<file path="src/rtl/delta_command_encoder_core_macros.svh">
// Assertion macros shared by the delta command encoder RTL.
// Included by the top level; needs nothing else.
`ifndef DELTA_COMMAND_ENCODER_CORE_MACROS_SVH
`define DELTA_COMMAND_ENCODER_CORE_MACROS_SVH

// Implication checked at every clock edge outside reset.
`define DCE_ASSERT_IMP(label, clk, rst_n, ante, cons, msg) \
  label: assert property (@(posedge clk) disable iff (!rst_n) (ante) |-> (cons)) \
    else $error(msg);

// Invariant checked at every clock edge outside reset.
`define DCE_ASSERT_ALWAYS(label, clk, rst_n, expr, msg) \
  label: assert property (@(posedge clk) disable iff (!rst_n) (expr)) else $error(msg);

`endif

</file>
<file path="src/rtl/dce_pkg.sv">
// Package for the delta command encoder: field layout, queue sizing,
// back end state type and the status structs passed between modules.
// Used by every module of the block; depends on nothing.
`timescale 1ns / 1ps

package dce_pkg;

  localparam int NUM_WIDE    = 6;
  localparam int NUM_NARROW  = 2;
  localparam int NUM_MASK    = NUM_WIDE + NUM_NARROW;
  localparam int NUM_FIELDS  = NUM_MASK + 2;
  localparam int FLD_W       = $clog2(NUM_FIELDS);
  localparam int WIDE_IDX_W  = $clog2(NUM_WIDE);
  localparam int IN_DATA_W   = NUM_WIDE * 16 + NUM_NARROW * 8 + 16;

  // Field slots as walked by the back end, in transmit order.
  localparam logic [FLD_W-1:0] FLD_BUTTONS  = FLD_W'(NUM_WIDE);
  localparam logic [FLD_W-1:0] FLD_IMPULSE  = FLD_W'(NUM_WIDE + 1);
  localparam logic [FLD_W-1:0] FLD_DURATION = FLD_W'(NUM_WIDE + 2);
  localparam logic [FLD_W-1:0] FLD_LIGHT    = FLD_W'(NUM_WIDE + 3);

  localparam int QUEUE_DEPTH = 2;
  localparam int QPTR_W      = $clog2(QUEUE_DEPTH);
  localparam int QCNT_W      = $clog2(QUEUE_DEPTH + 1);

  // Same bit layout as the input tdata word, first field in the low bits.
  typedef struct packed {
    logic [7:0]                  light;
    logic [7:0]                  duration;
    logic [NUM_NARROW-1:0][7:0]  narrow;
    logic [NUM_WIDE-1:0][15:0]   wide;
  } cmd_t;

  typedef struct packed {
    logic [NUM_MASK-1:0] mask;
    cmd_t                cmd;
  } entry_t;

  typedef enum logic [1:0] {
    BK_IDLE,
    BK_MASK,
    BK_FIELDS
  } bk_state_t;

  typedef struct packed {
    logic [QCNT_W-1:0] count;
    logic              full;
    logic              empty;
  } q_stat_t;

  typedef struct packed {
    bk_state_t state;
    logic      emit;
  } bk_stat_t;

endpackage

</file>
<file path="src/rtl/delta_command_encoder_core.sv">
// Delta command encoder, top level: front end, command queue and back end.
// Depends on dce_pkg, dce_front, dce_queue, dce_back and the macro header.
//
// Usage:
//   The in_ stream carries one movement command per transfer; in_tuser is the
//   first-of-packet flag, which compares against an all-zero baseline.
//   The out_ stream carries the encoding one byte per transfer: the change
//   mask, each changed field (16-bit fields low byte first), then duration
//   and light level; out_tlast marks the final byte. A command gives 3 to 17
//   bytes.
//   Path: an accepted command is written into the queue, loaded by the back
//   end in BK_IDLE and its mask byte registered into the output in BK_MASK.
//   The back-end sequencer sets the rate: one byte per cycle while the
//   receiver is ready, plus a load step in BK_IDLE between commands.
//   The queue holds two commands, so the input keeps accepting while a
//   stalled receiver holds the registered output byte; once the queue is
//   full, in_tready drops until the back end takes the next command.
//   Reset (rst_n low, synchronous) empties the queue, clears the output and
//   sets the stored previous command to all zero.
`timescale 1ns / 1ps
`include "delta_command_encoder_core_macros.svh"

module delta_command_encoder_core
  import dce_pkg::*;
(
  input  logic                 clk,
  input  logic                 rst_n,
  input  logic                 in_tvalid,
  output logic                 in_tready,
  // from bit 0: angle_pitch, angle_yaw, angle_roll, move_forward, move_side,
  // move_up (16 bits each), button_bits, impulse_code, duration_ms,
  // light_level (8 bits each)
  input  logic [IN_DATA_W-1:0] in_tdata,
  input  logic                 in_tuser,   // first_of_packet
  output logic                 out_tvalid,
  input  logic                 out_tready,
  output logic [7:0]           out_tdata,  // out_byte
  output logic                 out_tlast   // last_byte
);

  logic     push_valid;
  logic     push_ready;
  entry_t   push_entry;
  logic     head_valid;
  entry_t   head_entry;
  logic     pop;
  q_stat_t  q_stat;
  bk_stat_t bk_stat;

  dce_front u_front (
    .clk        (clk),
    .rst_n      (rst_n),
    .in_tvalid  (in_tvalid),
    .in_tready  (in_tready),
    .in_tdata   (in_tdata),
    .in_tuser   (in_tuser),
    .push_valid (push_valid),
    .push_ready (push_ready),
    .push_entry (push_entry)
  );

  dce_queue u_queue (
    .clk        (clk),
    .rst_n      (rst_n),
    .push_valid (push_valid),
    .push_ready (push_ready),
    .push_entry (push_entry),
    .head_valid (head_valid),
    .pop        (pop),
    .head_entry (head_entry),
    .stat       (q_stat)
  );

  dce_back u_back (
    .clk        (clk),
    .rst_n      (rst_n),
    .head_valid (head_valid),
    .head_entry (head_entry),
    .pop        (pop),
    .out_tvalid (out_tvalid),
    .out_tready (out_tready),
    .out_tdata  (out_tdata),
    .out_tlast  (out_tlast),
    .stat       (bk_stat)
  );

  `DCE_ASSERT_IMP(a_pop_not_empty, clk, rst_n, pop, !q_stat.empty, "pop from empty queue")
  `DCE_ASSERT_IMP(a_accept_has_room, clk, rst_n, in_tvalid && in_tready, !q_stat.full,
                  "command accepted into a full queue")
  `DCE_ASSERT_ALWAYS(a_count_bound, clk, rst_n, q_stat.count <= QCNT_W'(QUEUE_DEPTH),
                     "queue count beyond depth")
  `DCE_ASSERT_IMP(a_out_from_sequencer, clk, rst_n, $rose(out_tvalid),
                  $past(bk_stat.state) != BK_IDLE && $past(bk_stat.emit),
                  "output byte appeared without a sequencer transfer")

endmodule

</file>
<file path="src/rtl/dce_front.sv">
// Front end: accepts commands, compares them with the previous command and
// builds the change mask. Depends on dce_pkg.
`timescale 1ns / 1ps

module dce_front
  import dce_pkg::*;
(
  input  logic                 clk,
  input  logic                 rst_n,
  input  logic                 in_tvalid,
  output logic                 in_tready,
  input  logic [IN_DATA_W-1:0] in_tdata,
  input  logic                 in_tuser,
  output logic                 push_valid,
  input  logic                 push_ready,
  output entry_t               push_entry
);

  logic [NUM_WIDE-1:0][15:0]  prev_wide_r;
  logic [NUM_WIDE-1:0][15:0]  prev_wide_nxt;
  logic [NUM_NARROW-1:0][7:0] prev_narrow_r;
  logic [NUM_NARROW-1:0][7:0] prev_narrow_nxt;
  cmd_t                       cmd;
  logic [NUM_MASK-1:0]        mask;
  logic                       accept;

  assign cmd        = cmd_t'(in_tdata);
  assign accept     = in_tvalid & push_ready;
  assign in_tready  = push_ready;
  assign push_valid = in_tvalid;

  // A first-of-packet command is compared against an all-zero baseline.
  always_comb begin
    for (int i = 0; i < NUM_WIDE; i++) begin
      mask[i] = cmd.wide[i] != (in_tuser ? 16'd0 : prev_wide_r[i]);
    end
    for (int i = 0; i < NUM_NARROW; i++) begin
      mask[NUM_WIDE + i] = cmd.narrow[i] != (in_tuser ? 8'd0 : prev_narrow_r[i]);
    end
  end

  assign push_entry = '{mask: mask, cmd: cmd};

  always_comb begin
    prev_wide_nxt   = prev_wide_r;
    prev_narrow_nxt = prev_narrow_r;
    if (accept) begin
      prev_wide_nxt   = cmd.wide;
      prev_narrow_nxt = cmd.narrow;
    end
  end

  always_ff @(posedge clk) begin
    if (!rst_n) begin
      prev_wide_r   <= '0;
      prev_narrow_r <= '0;
    end else begin
      prev_wide_r   <= prev_wide_nxt;
      prev_narrow_r <= prev_narrow_nxt;
    end
  end

endmodule

</file>
<file path="src/rtl/dce_queue.sv">
// Short queue of classified commands between the front and back ends.
// Depends on dce_pkg.
`timescale 1ns / 1ps

module dce_queue
  import dce_pkg::*;
(
  input  logic    clk,
  input  logic    rst_n,
  input  logic    push_valid,
  output logic    push_ready,
  input  entry_t  push_entry,
  output logic    head_valid,
  input  logic    pop,
  output entry_t  head_entry,
  output q_stat_t stat
);

  entry_t            slot_r [QUEUE_DEPTH];
  logic [QPTR_W-1:0] wr_ptr_r;
  logic [QPTR_W-1:0] wr_ptr_nxt;
  logic [QPTR_W-1:0] rd_ptr_r;
  logic [QPTR_W-1:0] rd_ptr_nxt;
  logic [QCNT_W-1:0] count_r;
  logic [QCNT_W-1:0] count_nxt;
  logic              do_push;
  logic              do_pop;
  logic              full;
  logic              empty;

  assign full       = count_r == QCNT_W'(QUEUE_DEPTH);
  assign empty      = count_r == '0;
  assign push_ready = !full;
  assign head_valid = !empty;
  assign head_entry = slot_r[rd_ptr_r];
  assign do_push    = push_valid & !full;
  assign do_pop     = pop & !empty;
  assign stat       = '{count: count_r, full: full, empty: empty};

  always_comb begin
    wr_ptr_nxt = wr_ptr_r;
    rd_ptr_nxt = rd_ptr_r;
    count_nxt  = count_r;
    if (do_push) begin
      wr_ptr_nxt = (wr_ptr_r == QPTR_W'(QUEUE_DEPTH - 1)) ? '0 : wr_ptr_r + 1'b1;
    end
    if (do_pop) begin
      rd_ptr_nxt = (rd_ptr_r == QPTR_W'(QUEUE_DEPTH - 1)) ? '0 : rd_ptr_r + 1'b1;
    end
    if (do_push && !do_pop) begin
      count_nxt = count_r + 1'b1;
    end else if (do_pop && !do_push) begin
      count_nxt = count_r - 1'b1;
    end
  end

  always_ff @(posedge clk) begin
    if (do_push) begin
      slot_r[wr_ptr_r] <= push_entry;
    end
  end

  always_ff @(posedge clk) begin
    if (!rst_n) begin
      wr_ptr_r <= '0;
      rd_ptr_r <= '0;
      count_r  <= '0;
    end else begin
      wr_ptr_r <= wr_ptr_nxt;
      rd_ptr_r <= rd_ptr_nxt;
      count_r  <= count_nxt;
    end
  end

endmodule

</file>
<file path="src/rtl/dce_back.sv">
// Back end: walks one queued command and sends its mask byte, changed
// fields and the two fixed bytes through a registered output. Depends on dce_pkg.
`timescale 1ns / 1ps

module dce_back
  import dce_pkg::*;
(
  input  logic       clk,
  input  logic       rst_n,
  input  logic       head_valid,
  input  entry_t     head_entry,
  output logic       pop,
  output logic       out_tvalid,
  input  logic       out_tready,
  output logic [7:0] out_tdata,
  output logic       out_tlast,
  output bk_stat_t   stat
);

  bk_state_t             state_r;
  bk_state_t             state_nxt;
  logic [NUM_MASK-1:0]   mask_r;
  cmd_t                  cmd_r;
  logic [NUM_FIELDS-1:0] pend_r;
  logic [NUM_FIELDS-1:0] pend_nxt;
  logic                  hi_r;
  logic                  hi_nxt;
  logic                  out_valid_r;
  logic                  out_valid_nxt;
  logic [7:0]            out_data_r;
  logic                  out_last_r;
  logic [FLD_W-1:0]      sel;
  logic [7:0]            field_byte;
  logic                  out_free;
  logic                  emit;
  logic [7:0]            emit_byte;
  logic                  emit_last;
  logic                  sel_wide;

  assign out_free = !out_valid_r | out_tready;
  assign sel_wide = sel < FLD_W'(NUM_WIDE);

  // Lowest pending field goes next; duration and light are always marked pending on load.
  always_comb begin
    sel = FLD_LIGHT;
    for (int i = NUM_FIELDS - 1; i >= 0; i--) begin
      if (pend_r[i]) begin
        sel = FLD_W'(i);
      end
    end
  end

  always_comb begin
    priority if (sel_wide) begin
      field_byte = hi_r ? cmd_r.wide[sel[WIDE_IDX_W-1:0]][15:8]
                        : cmd_r.wide[sel[WIDE_IDX_W-1:0]][7:0];
    end else if (sel == FLD_BUTTONS) begin
      field_byte = cmd_r.narrow[0];
    end else if (sel == FLD_IMPULSE) begin
      field_byte = cmd_r.narrow[1];
    end else if (sel == FLD_DURATION) begin
      field_byte = cmd_r.duration;
    end else begin
      field_byte = cmd_r.light;
    end
  end

  always_comb begin
    state_nxt = state_r;
    unique case (state_r)
      BK_IDLE: begin
        if (head_valid) begin
          state_nxt = BK_MASK;
        end
      end
      BK_MASK: begin
        if (out_free) begin
          state_nxt = BK_FIELDS;
        end
      end
      BK_FIELDS: begin
        if (out_free && sel == FLD_LIGHT) begin
          state_nxt = BK_IDLE;
        end
      end
      default: state_nxt = BK_IDLE;
    endcase
  end

  always_comb begin
    pop       = 1'b0;
    emit      = 1'b0;
    emit_byte = 8'd0;
    emit_last = 1'b0;
    unique case (state_r)
      BK_IDLE: begin
        pop = head_valid;
      end
      BK_MASK: begin
        emit      = out_free;
        emit_byte = mask_r;
      end
      BK_FIELDS: begin
        emit      = out_free;
        emit_byte = field_byte;
        emit_last = sel == FLD_LIGHT;
      end
      default: begin
        pop = 1'b0;
      end
    endcase
  end

  // A wide field takes two transfers, low byte first, before its bit clears.
  always_comb begin
    pend_nxt = pend_r;
    hi_nxt   = hi_r;
    if (pop) begin
      pend_nxt = {{(NUM_FIELDS - NUM_MASK){1'b1}}, head_entry.mask};
      hi_nxt   = 1'b0;
    end else if (emit && state_r == BK_FIELDS) begin
      if (sel_wide && !hi_r) begin
        hi_nxt = 1'b1;
      end else begin
        hi_nxt   = 1'b0;
        pend_nxt = pend_r & ~(NUM_FIELDS'(1) << sel);
      end
    end
  end

  always_comb begin
    out_valid_nxt = out_valid_r;
    if (emit) begin
      out_valid_nxt = 1'b1;
    end else if (out_tready) begin
      out_valid_nxt = 1'b0;
    end
  end

  always_ff @(posedge clk) begin
    if (!rst_n) begin
      state_r     <= BK_IDLE;
      pend_r      <= '0;
      hi_r        <= 1'b0;
      out_valid_r <= 1'b0;
    end else begin
      state_r     <= state_nxt;
      pend_r      <= pend_nxt;
      hi_r        <= hi_nxt;
      out_valid_r <= out_valid_nxt;
    end
  end

  always_ff @(posedge clk) begin
    if (pop) begin
      mask_r <= head_entry.mask;
      cmd_r  <= head_entry.cmd;
    end
    if (emit) begin
      out_data_r <= emit_byte;
      out_last_r <= emit_last;
    end
  end

  assign out_tvalid = out_valid_r;
  assign out_tdata  = out_data_r;
  assign out_tlast  = out_last_r;
  assign stat       = '{state: state_r, emit: emit};

endmodule
</file>
<file path="config.mk">
export PLATFORM = sky130hd
export DESIGN_NAME = delta_command_encoder_core
export DESIGN_NICKNAME = d
export VERILOG_FILES = /design/src/rtl/dce_pkg.sv /design/src/rtl/delta_command_encoder_core.sv /design/src/rtl/dce_front.sv /design/src/rtl/dce_queue.sv /design/src/rtl/dce_back.sv
export VERILOG_INCLUDE_DIRS = /design/src /design/src/rtl
export SDC_FILE = /design/constraint.sdc
export NUM_CORES = 1
export LEC_CHECK = 0
export ABC_AREA = 1
export BUFFER_PORTS_ARGS = -buffer_cell sky130_fd_sc_hd__buf_4
export CORE_MARGIN = 2
export CORE_UTILIZATION = 40
export DETAILED_ROUTE_END_ITERATION = 10
export PLACE_DENSITY = 0.69
export REMOVE_ABC_BUFFERS = 1
export SYNTH_ARGS = -nofsm -noshare
export SYNTH_HDL_FRONTEND = slang
export SYNTH_SLANG_ARGS = --single-unit
</file>
<file path="constraint.sdc">
create_clock -name clk -period 9.6 [get_ports clk]
set_input_delay 2.88 -clock clk [delete_from_list [all_inputs] [get_ports clk]]
set_output_delay 2.88 -clock clk [all_outputs]
set_load 0.01 [all_outputs]
</file>
Word-level counts from Yosys, hierarchy flattened --
Memories as Yosys holds them, arrays and structs flattened. A register that Yosys moved wholly into a read port is not among the register bits. Cells that the tools add are included.
Storage, ports and cells: logic and storage cells 126, memory bits (writable) 272, output and inout port bits 11, bits in registers 275, memories kept 1, input bits 133
Memory list:
- u_queue.slot_r | depth 2, width 136, read ports 1, clocked after memory_dff 1, write ports 1, line dce_queue.sv:19 | entry_t slot_r [QUEUE_DEPTH];
Operators by class: reduce and logical (&&, ||, !) cells 20, bitwise logic cells 6, shift-type cells 1, mux-type cells 45, $add $sub $neg 4, magnitude comparators 2, equal/unequal tests 19
Operators by type and width (count):
- $mux 16 | 7
- $ne 16x16->1 | 6
- $mux 8 | 7
- $bmux 16 s3 | 1
- $mux 4 | 8
- $mux 10 | 3
- $ne 8x8->1 | 2
- $pmux 8 s2 | 1
- $mux 1 | 12
- $and 10x10->10 | 1
- $mux 2 | 5
- $not 10->10 | 1
- $shl 1x4->10 const A | 1
- $eq 4x3->1 const B | 2
- $eq 4x4->1 const B | 2
- $logic_not 1->1 | 6
- $pmux 2 s3 | 1
- $reduce_bool 2->1 | 3
- $logic_and 1x1->1 | 5
- $eq 2x2->1 const B | 2
- $logic_not 2->1 | 2
- $lt 3x4->1 const B | 1
- $lt 4x3->1 const B | 1
- $ne 2x1->1 const B | 2
- 11 further kinds | 15

Longest topological paths before layout --
Gate-level depths: netlist (run 1).
depth after elaboration 15, depth in mapped cells 18, depth with buffers taken out 18

Hierarchy --
A second synthesis (run 1) with hierarchy kept.
Second synthesis, totals: cell total of the unflattened synthesis 2251, area, all modules 24374.6 um^2
Modules (own cells, without submodules):
- dce_queue | seq. area each 8267.9 um^2, area each 10226.1 um^2, cells each 465, times used 1
- dce_front | seq. area each 2242.2 um^2, area each 7290.7 um^2, cells each 1165, times used 1
- dce_back | seq. area each 4614.4 um^2, area each 6857.8 um^2, cells each 621, times used 1

Worst setup path after synthesis (run 1) --
OpenSTA, ideal clock, no wires.
path kind flip-flop to flip-flop, start reg u_back.state_r[1], end reg u_queue.count_r[1], data required time 9.478 ns, arrival 9.435 ns, cell stages (with the launch flop) 12, path slack 0.043 ns, setup time 0.122 ns, path through dfxtp_1 > inv_1 > ha_1 > inv_1 > a21oi_1 > inv_1 > clkbuf_1 > ha_1 > a21oi_1 > o21ai_0 > o21ai_0 > a21oi_1
Between the ends: longest elaborated chain between the ends 6, elaborated cells between the ends (all ways) 8
RTL lines:
- start: declaration | line dce_back.sv:20 | bk_state_t state_r;
- start signal: assignment | line dce_back.sv:147 | state_r <= state_nxt;
- $logic_not 2->1 * | line dce_back.sv:95 | unique case (state_r)
- $mux 1 * | line dce_back.sv:95
- net pop | line delta_command_encoder_core.sv:46 | logic pop;
- $and 1x1->1 * | line dce_queue.sv:37 | assign do_pop = pop & !empty;
- $logic_not 1->1 | line dce_queue.sv:50 | if (do_push && !do_pop) begin
- $logic_and 1x1->1 | line dce_queue.sv:50
- $mux 2 / $reduce_bool 2->1 (equally long branches)
- end signal: assignment | line dce_queue.sv:71 | count_r <= count_nxt;
- end: declaration | line dce_queue.sv:24 | logic [QCNT_W-1:0] count_r;
Mark *: on every way through the listed nets, which the timed path passes. The rest lies on a longest branch. A chain may end at the register's enable or synchronous reset.

Worst setup path after layout (run 1) --
start in in_tvalid, end reg u_queue.count_r[1]
Between the ends: longest elaborated chain between the ends 4, elaborated cells between the ends (all ways) 6
RTL lines:
- start: declaration | line delta_command_encoder_core.sv:28 | input logic in_tvalid,
- $and 1x1->1 * | line dce_queue.sv:36 | assign do_push = push_valid & !full;
- $logic_not 1->1 | line dce_queue.sv:52 | end else if (do_pop && !do_push) begin
- $logic_and 1x1->1 | line dce_queue.sv:52
- $reduce_bool 2->1 (no source line)
Mark *: on every way between the ends. The rest lies on a longest branch, timed or not.

==> reports/metrics.yaml, run 1 <==
synthesis:
  yosysTopAreaCellShare_pct: 56.6
  yosys_register_bits: 547
  synth-seq-area-share_pct: 68.3
  synth_cell_types: 42
  yosysTopAreaCell: "edfxtp_1"
  netlist_area_before_placement_um2: 22100
  yosys_warnings: 0
  cells_taking_the_most_area_after_synthesis: "edfxtp_1 57%, dfxtp_1 12%, mux2_2 6.9%, nor2_1 5.0%, nand2_1 4.0%"
  number_of_standard_cells_after_synthesis: 1808
  syn_avg_cell_area_um2: 12.2
clock_network:
  h_tree_levels: 2
  cts_tree: "yes"
  cts_repair_resize_count: 0
  clk_sinks: 547
  cts.path.max_buffers: 3
  worst_skew_pair.late_latency_ps: 570
  cts.repair_timing.setup_buffer_count: 0
  cts.root.buffer_cell: "clkbuf_16"
  cts_made_buffers: 51
  cts.hold.buffers_added: 0
  clkTransAtPathRegs_ps: 60
sta:
  finalSetupViolCount: 0
  setup_tns_ps: 0
  post-route-min-period_ps: 5420
  fin_ws_ps: 4180
  tightest_slew_ps: 1160
  post_route_fraction_of_the_period_consumed_by_the_critical_path_pct: 56.4
  drv_slew: 0
  max-slew-margin-rel_pct: 22.7
  grt_setup_unrepaired: "no"
  timing.fmax_mhz: 185
  fin_worst_skew_ps: 18.2
  finalHoldViolCount: 0
drt:
  avgRoutedWirePerCell_um: 18.4
  firstDrtPassIters: 6
  detailroute.wirelength.met2_mm: 24.2
  routed_wirelength_mm: 49.2
  remaining_drc_errors: 0
  antenna_violating_nets_post_route: 0
  dr_total_vias: 13600
  wl_met1_mm: 21.0
  top_layer_used: "met4"
  first_iter_violations: 1254
  vias_per_cell: 5.09
  met3_wire_length_mm: 2.71
placed_design:
  placement.setup.worst_slack_ps: 3610
  final_replace_weighted_congestion: 0.878
  post_place_instance_area_um2: 23900
  portBuffers: 143
  dpl.hpwl_mm: 32.7
  placedCellCount: 2586
global_route:
  overflow: 0
  grt_pass1_vias: 13400
  grt_antenna_before_repair: 0
  grt_max_degree: 124
  first_pass_grt_wire_length_mm: 76.4
  globalRouteTotalUtil_pct: 17.2
critical_path:
  cpPeakStageDelay_ps: 970
  crit_path_max_fanout: 115
  critPathTopFamily: "buffers and inverters"
  cp-start-kind: "input port"
  cp-end-kind: "flip-flop"
  worstSetupPathType: "input port to flip-flop"
  crit_required_ps: 10060
  critical_path_top_delay_cell: "clkinv_2"
  arrival_ps: 5870
  path_buf_inv: 2
  critical_path.cell_chain: "buf_4 > nand2_4 > clkinv_2 > ha_1 > a21oi_1 > o21ai_0 > o21ai_0 > a21oi_1"
floorplan:
  io_pins: 144
  number_of_rows_created_at_floorplan: 86
  dieWidth_um: 239
  core_um2: 54900
  die_height_um: 239
  dieArea_um2: 57300
  initial_standard_cell_utilization_of_the_core_pct: 40.3
min_path:
  holdCritPathClass: "flip-flop to flip-flop"
layout:
  most_used_cells_in_the_layout_excluding_fill_and_tap_cells: "417 x edfxtp_1, 295 x nor2_1, 234 x nand2_1"
  mostFrequentLayoutCell: "edfxtp_1"
  antenna_cells: 0
  layout.nets: 2073
  drive_above_1_share_pct: 20.5
  fin_area_um2: 25500
  area_used_by_multi_input_combinational_logic_um2: 6440
  syn2layout_area_growth_pct: 15.4
  fin_cells: 2681
  final-seq-area_um2: 15100
  n_fill_cell: 4828
power:
  vdd_ir_drop_max_mv: 0.224
  power.density_cell_area_nw_per_um2: 314
  total_leakage_power_nw: 9.08
  p_total_w: 0.00802
job:
  number_of_max_cap_violations: 0
status:
  run_status: "complete, no violations"
-- stage by stage --
stage | hold WS [ps] | util, %
after floorplan | 425 | -
final | 463 | 46.6
after CTS | 463 | 46.6
after detailed placement | 452 | 43.5
after global placement | 423 | 43.5
after global routing | 491 | 46.6
-- cells in the mapped netlist, drive strengths merged --
library cell  instances
a2111oi               3
a211oi                2
a21boi                2
a21oi                27
a221oi                4
a31oi                 1
and3                  1
buf                  26
clkbuf               52
clkinv                4
dfxtp               130
edfxtp              417
ha                    5
inv                  69
mux2                136
nand2               241
nand3                75
nand3b                5
nand4                25
nor2                304
nor4                 23
nor4b                 2
o21ai               142
o22ai                 4
o311ai                1
or2                   8
xnor2                98
xor2                  1
-- layer usage --
| metal | vias up | track usage, % |
|---|---|---|
| li1 | 6549 | - |
| met4 | 0 | 5.70 |
| met2 | 377 | 29.2 |
| met5 | - | 0 |
| met1 | 6646 | 22.2 |
| met3 | 72 | 3.07 |
-- worst register-to-register path, stage by stage, from the launching register on --
cell	delay, ps
dfxtp_1	320
inv_1	170
nand2_1	230
nand2_4	880
clkinv_2	1010
ha_1	630
a21oi_1	120
o21ai_0	110
o21ai_0	160
a21oi_1	50
-- power by group --
group	switching (W)	internal (W)
Clock	0.000852	0.00115
Sequential	0.000249	0.00327
Combinational	0.00171	0.000789
-- flip-flops by register name (all words and copies together) (netlist names), named ones only --
signal,cells
u_back.mask_r,8
u_back.out_tdata,8
u_queue.rd_ptr_r,1
u_front.prev_wide_r,96
u_back.cmd_r,128
u_queue.wr_ptr_r,1
u_front.prev_narrow_r,16
u_back.pend_r,9
u_back.hi_r,1
u_back.state_r,2
u_back.out_tlast,1
u_queue.slot_r,272
u_back.out_tvalid,1
u_queue.count_r,2
-- worst paths after layout --
kind / startpoint / end / slack, ps / depth (start not counted)
max: in_tvalid / u_queue.count_r[1]$_SDFFE_PN0P_ / 4180 / 8
min reg2reg: u_queue.rd_ptr_r$_SDFFE_PN0P_ / flip-flop / 460 / 1
min: u_queue.rd_ptr_r$_SDFFE_PN0P_ / flip-flop / 460 / 1
max reg2reg: u_queue.count_r[0]$_SDFFE_PN0P_ / u_queue.count_r[1]$_SDFFE_PN0P_ / 5810 / 9
-- kinds of logic after synthesis --
family | count (synthesis) | synth area share [%]
DFF | 547 | 68.3
muxes | 136 | 6.92
xor gates and xnor gates | 99 | 3.92
AOI/OAI and AO/OA | 186 | 4.53
and+or+nand+nor | 684 | 13.3
adders and majority gates | 5 | 0.283
buffers and inverters | 151 | 2.76
-- cell type report --
| class | instances | share of cell area [%] |
|---|---|---|
| Clock buffer | 67 | 5.55 |
| Timing Repair Buffer | 152 | 4.47 |
| Tap cell | 704 | 3.45 |
| Inverter | 73 | 1.08 |
| Multi-Input combinational cell | 1110 | 25.2 |
| Sequential cell | 547 | 59.2 |
| Clock inverter | 28 | 1.02 |
Note: power is estimated with default switching activity, not from simulation.
==> inputs of run 2 (changes only) <==
- ABC_AREA: 1 -> 0
- PLACE_DENSITY: 0.69 -> 0.66
- clock period: 9.6 -> 5.57 ns (I/O delays scaled with it)
==> reports/metrics.yaml, run 2 <==
clock_network:
  cts_tree: "yes"
  worst_skew_pair.late_latency_ps: 600
  cts.repair_timing.setup_buffer_count: 0
  cts.root.buffer_cell: "clkbuf_16"
  clkTransAtPathRegs_ps: 60
  cts_repair_resize_count: 0
  clk_sinks: 547
  cts_made_buffers: 56
  h_tree_levels: 2
  cts.path.max_buffers: 3
  cts.hold.buffers_added: 0
synthesis:
  synth_enable_flop_cells: 417
  yosys_warnings: 0
  syn_avg_cell_area_um2: 12.9
  yosys.cell_count.top_type: "edfxtp_1"
  commonest_cells_in_the_synthesized_netlist: "417 x edfxtp_1, 322 x nand2_1, 142 x mux2_2"
  yosys_register_bits: 547
  yosysTopAreaCellShare_pct: 54.4
  cells_taking_the_most_area_after_synthesis: "edfxtp_1 54%, dfxtp_1 11%, mux2_2 6.9%, nand2_1 5.2%, a21boi_0 4.0%"
  yosysTopAreaCell: "edfxtp_1"
  number_of_standard_cells_after_synthesis: 1787
  synthFlopType: "edfxtp_1"
  synth-async-reset-ratio_pct: 0
  netlist_area_before_placement_um2: 23000
  synth_cell_types: 69
  synth-seq-area-share_pct: 65.7
power:
  power.density_cell_area_nw_per_um2: 511
  p_sw_w: 0.00439
  power.share.sequential_pct: 44.8
  combPwrFrac_pct: 27.2
  p_int_w: 0.00924
  power.share.clock_pct: 28.0
  switching_power_as_a_share_of_total_power_pct: 32.2
  vdd_ir_drop_max_mv: 0.276
  total_leakage_power_nw: 8.83
placed_design:
  placement.setup.worst_slack_ps: 1700
  dpl.hpwl_mm: 35.0
  final_replace_weighted_congestion: 0.941
  portBuffers: 143
drt:
  remaining_drc_errors: 0
  vias_per_cell: 5.38
  firstDrtPassIters: 5
  first_iter_violations: 1350
  routed_wirelength_mm: 52.7
  antenna_violating_nets_post_route: 0
  avgRoutedWirePerCell_um: 19.4
  dr_total_vias: 14700
layout:
  layout.nets: 2054
  syn2layout_area_growth_pct: 15.9
  mostFrequentLayoutCell: "edfxtp_1"
  drive_above_1_share_pct: 21.5
  top_register: "u_queue.slot_r"
  largest_register_ffs: 272
  reg.largest.list: "u_queue.slot_r: 272 flops, u_back.cmd_r: 128 flops, u_front.prev_wide_r: 96 flops"
  most_used_cells_in_the_layout_excluding_fill_and_tap_cells: "417 x edfxtp_1, 321 x nand2_1, 155 x buf_4"
floorplan:
  core_um2: 56700
  dieWidth_um: 244
  io_pins: 144
  initial_standard_cell_utilization_of_the_core_pct: 40.6
  die_height_um: 244
  dieArea_um2: 59500
  number_of_rows_created_at_floorplan: 87
global_route:
  globalRouteTotalUtil_pct: 17.5
  first_pass_grt_wire_length_mm: 81.6
  grt_max_degree: 131
  overflow: 0
  grtUsageMet1_pct: 24.0
  globalRouteMet3Util_pct: 3.12
  met2_usage_pct: 28.6
  grt_antenna_before_repair: 1
  grt_pass1_vias: 14200
  grt_most_used_layer: "met2"
sta:
  timing.fmax_mhz: 296
  drv_slew: 0
  tightest_slew_ps: 1240
  post-route-min-period_ps: 3380
  fin_worst_skew_ps: 11.6
  finalHoldViolCount: 0
  post_route_fraction_of_the_period_consumed_by_the_critical_path_pct: 60.7
  finalSetupViolCount: 0
  setup_tns_ps: 0
  max-slew-margin-rel_pct: 17.6
  fin_ws_ps: 2190
  grt_setup_unrepaired: "no"
critical_path:
  crit_required_ps: 5890
  cp-end-kind: "flip-flop"
  worstSetupPathType: "flip-flop to flip-flop"
  cp-start-kind: "flip-flop"
  arrival_ps: 3700
  crit_path_max_fanout: 22
status:
  run_status: "complete, no violations"
job:
  number_of_max_cap_violations: 0
min_path:
  holdCritPathClass: "flip-flop to flip-flop"
-- run 2: routing by layer --
metal | vias up | share of wire [%]
met4 | 0 | 2.1
met2 | 395 | 48
met1 | 7227 | 44
li1 | 6961 | -
met3 | 68 | 5.7
met5 | - | 0
-- run 2: cell type report --
type	instances	area, um2
diodes	1	2.50
clock buffers	69	1500
well taps	756	946
multi-input cells	1140	7460
repair buffers	157	1200
fillers	4881	30000
clock inverters	37	394
flip-flops and latches	547	15100
inverters	14	56.3
-- run 2: final timing paths --
| path | depth (start not counted) | startpoint | endpoint | slack (ps) |
|---|---|---|---|---|
| worst max-delay path | 7 | u_back.pend_r[1]$_SDFFE_PN0P_ | u_back.out_tdata[3]$_DFFE_PP_ | 2190 |
| worst min-delay path | 2 | u_front.prev_wide_r[72]$_SDFFE_PN0P_ | u_front.prev_wide_r[72]$_SDFFE_PN0P_ | 470 |
| worst max register to register | 7 | u_back.pend_r[1]$_SDFFE_PN0P_ | u_back.out_tdata[3]$_DFFE_PP_ | 2190 |
| worst min register to register | 2 | u_front.prev_wide_r[72]$_SDFFE_PN0P_ | u_front.prev_wide_r[72]$_SDFFE_PN0P_ | 470 |
-- run 2: per-stage QoR --
step,power [W],util [%],hold slack (ps),std cells,cell area [um2]
3_5_place_dp,0.00989,43.7,466,2614,24800
3_3_place_gp,0.00979,43.7,451,2614,24800
4_1_cts,0.0137,47.1,475,2720,26700
6_report,0.0136,47.1,472,2721,26700
5_1_grt,0.0143,47.1,497,2720,26700
2_1_floorplan,0.00855,-,439,1701,22600
-- run 2: power by group through the flow --
| stage | Clock (W) | Combinational, W | Sequential [W] |
|---|---|---|---|
| 3_3_place_gp | 0 | 0.00364 | 0.00615 |
| 3_5_place_dp | 0 | 0.00371 | 0.00618 |
| 2_1_floorplan | 0 | 0.00240 | 0.00615 |
| 5_1_grt | 0.00405 | 0.00400 | 0.00620 |
| 4_1_cts | 0.00389 | 0.00373 | 0.00611 |
| 6_report | 0.00381 | 0.00371 | 0.00611 |
-- run 2: logic make-up (layout without fill, tap and decap cells) --
group | count (synthesis) | in the layout | share of synthesized area, %
AO/OA/AOI/OAI | 356 | 356 | 12.0
XOR/XNOR | 58 | 58 | 2.21
adder cells (fa/ha/maj) | 5 | 5 | 0.272
buffers and inverters | 100 | 277 | 2.05
flip-flops | 547 | 547 | 65.7
multiplexers | 151 | 151 | 7.33
other | 0 | 1 | 0
AND/OR/NAND/NOR | 570 | 570 | 10.4
-- run 2: worst max-delay path, cell delays in order, from the launching register on --
cell       delay, ps
dfxtp_1          460
nor4_4           400
o21ai_1          120
buf_4            230
nor4_2           910
a221oi_1         250
o21a_1           190
a2111oi_1        530
==> inputs of run 3 (changes only) <==
- PLACE_DENSITY: 0.66 -> 0.69
- clock period: 5.57 -> 2.9 ns (I/O delays scaled with it)
==> reports/metrics.yaml, run 3 (same netlist as run 2, synthesis figures left out) <==
status:
  run_status: "complete, no violations"
floorplan:
  io_pins: 144
  die_height_um: 244
  core_um2: 56700
  dieWidth_um: 244
  dieArea_um2: 59500
  initial_standard_cell_utilization_of_the_core_pct: 40.6
  number_of_rows_created_at_floorplan: 87
global_route:
  grt_max_degree: 131
  overflow: 0
  globalRouteTotalUtil_pct: 18.4
  first_pass_grt_wire_length_mm: 85.6
  grt_pass1_vias: 14500
  grt_antenna_before_repair: 0
layout:
  reg.largest.list: "u_queue.slot_r: 272 flops, u_back.cmd_r: 128 flops, u_front.prev_wide_r: 96 flops"
  top_register: "u_queue.slot_r"
  fin_cells: 2754
  final-seq-area_um2: 15100
  syn2layout_area_growth_pct: 18.3
  n_fill_cell: 4908
  area_used_by_multi_input_combinational_logic_um2: 7460
  fin_area_um2: 27200
  layout.nets: 2088
  largest_register_ffs: 272
  most_used_cells_in_the_layout_excluding_fill_and_tap_cells: "417 x edfxtp_1, 321 x nand2_1, 177 x buf_4"
  antenna_cells: 0
  mostFrequentLayoutCell: "edfxtp_1"
  drive_above_1_share_pct: 23.2
critical_path:
  ff2ff_path_depth: 6
  worstSetupPathType: "flip-flop to flip-flop"
  cp-start-kind: "flip-flop"
  cpPeakStageDelay_ps: 650
  critical_path_top_delay_cell: "or4_4"
  crit_path_max_fanout: 12
  crit_required_ps: 3250
  ff2ff_setup_slack_ps: 210
  arrival_ps: 3040
  critical_path.cell_chain: "or4_4 > a2111oi_4 > mux2i_1 > a22oi_2 > o2bb2ai_1 > a211oi_2"
  cp-end-kind: "flip-flop"
drt:
  remaining_drc_errors: 0
  first_iter_violations: 1181
  dr_total_vias: 14900
  avgRoutedWirePerCell_um: 20.0
  vias_per_cell: 5.41
  firstDrtPassIters: 5
  routed_wirelength_mm: 55.0
  antenna_violating_nets_post_route: 0
sta:
  drv_slew: 0
  fin_worst_skew_ps: 35.6
  max-slew-margin-rel_pct: 54.8
  grt_setup_unrepaired: "no"
  setup_tns_ps: 0
  finalHoldViolCount: 0
  post_route_fraction_of_the_period_consumed_by_the_critical_path_pct: 92.8
  timing.fmax_mhz: 372
  holdWs_ps: 441
  post-route-min-period_ps: 2690
  tightest_slew_ps: 678
  finalSetupViolCount: 0
placed_design:
  placedCellCount: 2647
  dpl.hpwl_mm: 36.9
  final_replace_weighted_congestion: 0.914
  post_place_instance_area_um2: 25200
  portBuffers: 143
clock_network:
  cts_tree: "yes"
  cts.root.buffer_cell: "clkbuf_16"
  cts.path.max_buffers: 3
  clkTransAtPathRegs_ps: 60
  cts_repair_resize_count: 0
  worst_skew_pair.late_latency_ps: 620
  cts_made_buffers: 57
  h_tree_levels: 2
  clk_sinks: 547
power:
  p_int_w: 0.0187
  power.share.clock_pct: 28.8
  combPwrFrac_pct: 28.0
  power.share.sequential_pct: 43.1
  p_total_w: 0.0274
  vdd_ir_drop_max_mv: 0.473
  switching_power_as_a_share_of_total_power_pct: 32.0
  total_leakage_power_nw: 9.12
  p_sw_w: 0.00879
  power.density_cell_area_nw_per_um2: 1010
min_path:
  holdCritPathClass: "input port to flip-flop"
  timing.hold.worst_path_depth: 1
job:
  number_of_max_cap_violations: 0
run 3: final timing paths:
check	from	to
max	u_back.pend_r[1]$_SDFFE_PN0P_	u_back.out_tdata[2]$_DFFE_PP_
min	in_tdata[126]	u_queue.slot_r[0][126]$_DFFE_PP_
max reg2reg	u_back.pend_r[1]$_SDFFE_PN0P_	u_back.out_tdata[2]$_DFFE_PP_
min reg2reg	u_front.prev_wide_r[64]$_SDFFE_PN0P_	u_front.prev_wide_r[64]$_SDFFE_PN0P_
run 3: area by class of cell:
type / count / area share, %
Clock inverter: 34 / 1.81
Tap cell: 756 / 3.47
Multi-Input combinational cell: 1140 / 27.4
Timing Repair Buffer: 190 / 5.83
Clock buffer: 73 / 5.76
Inverter: 14 / 0.207
Sequential cell: 547 / 55.5
run 3: what timing repair did:
item	4_1_cts	5_1_grt
endpoints found under the hold margin	0	0
hold buffers	0	0
setup endpoints to repair	0	1
buffers inserted	0	0
run 3: layer usage:
metal | global-route usage (%) | routed length, um | share of wire [%]
met5 | 0 | 0 | 0
met4 | 5.09 | 1220 | 2.2
met3 | 2.96 | 3100 | 5.6
met2 | 30.3 | 26400 | 48
met1 | 25.2 | 24300 | 44
run 3: per-stage QoR:
stage | util, % | setup slack, ps
final | 48.0 | 210
after global routing | 48.0 | 69.3
after CTS | 48.0 | 95.8
after detailed placement | 44.4 | 146
after global placement | 44.4 | 116
after floorplan | - | -6290
run 3: power by group through the flow:
stage,clock network [W],registers (W),logic (W)
after floorplan,0,0.0114,0.00402
after global placement,0,0.0119,0.00760
after detailed placement,0,0.0120,0.00768
after CTS,0.00808,0.0118,0.00773
after global routing,0.00840,0.0120,0.00831
final,0.00792,0.0118,0.00769
run 3: worst max-delay path, delay by kind of cell (launching register included):
kind / cells / cell delay (ps)
AO/OA/AOI/OAI: 4 / 970
AND/OR/NAND/NOR: 1 / 650
flip-flops: 1 / 480
multiplexers: 1 / 330
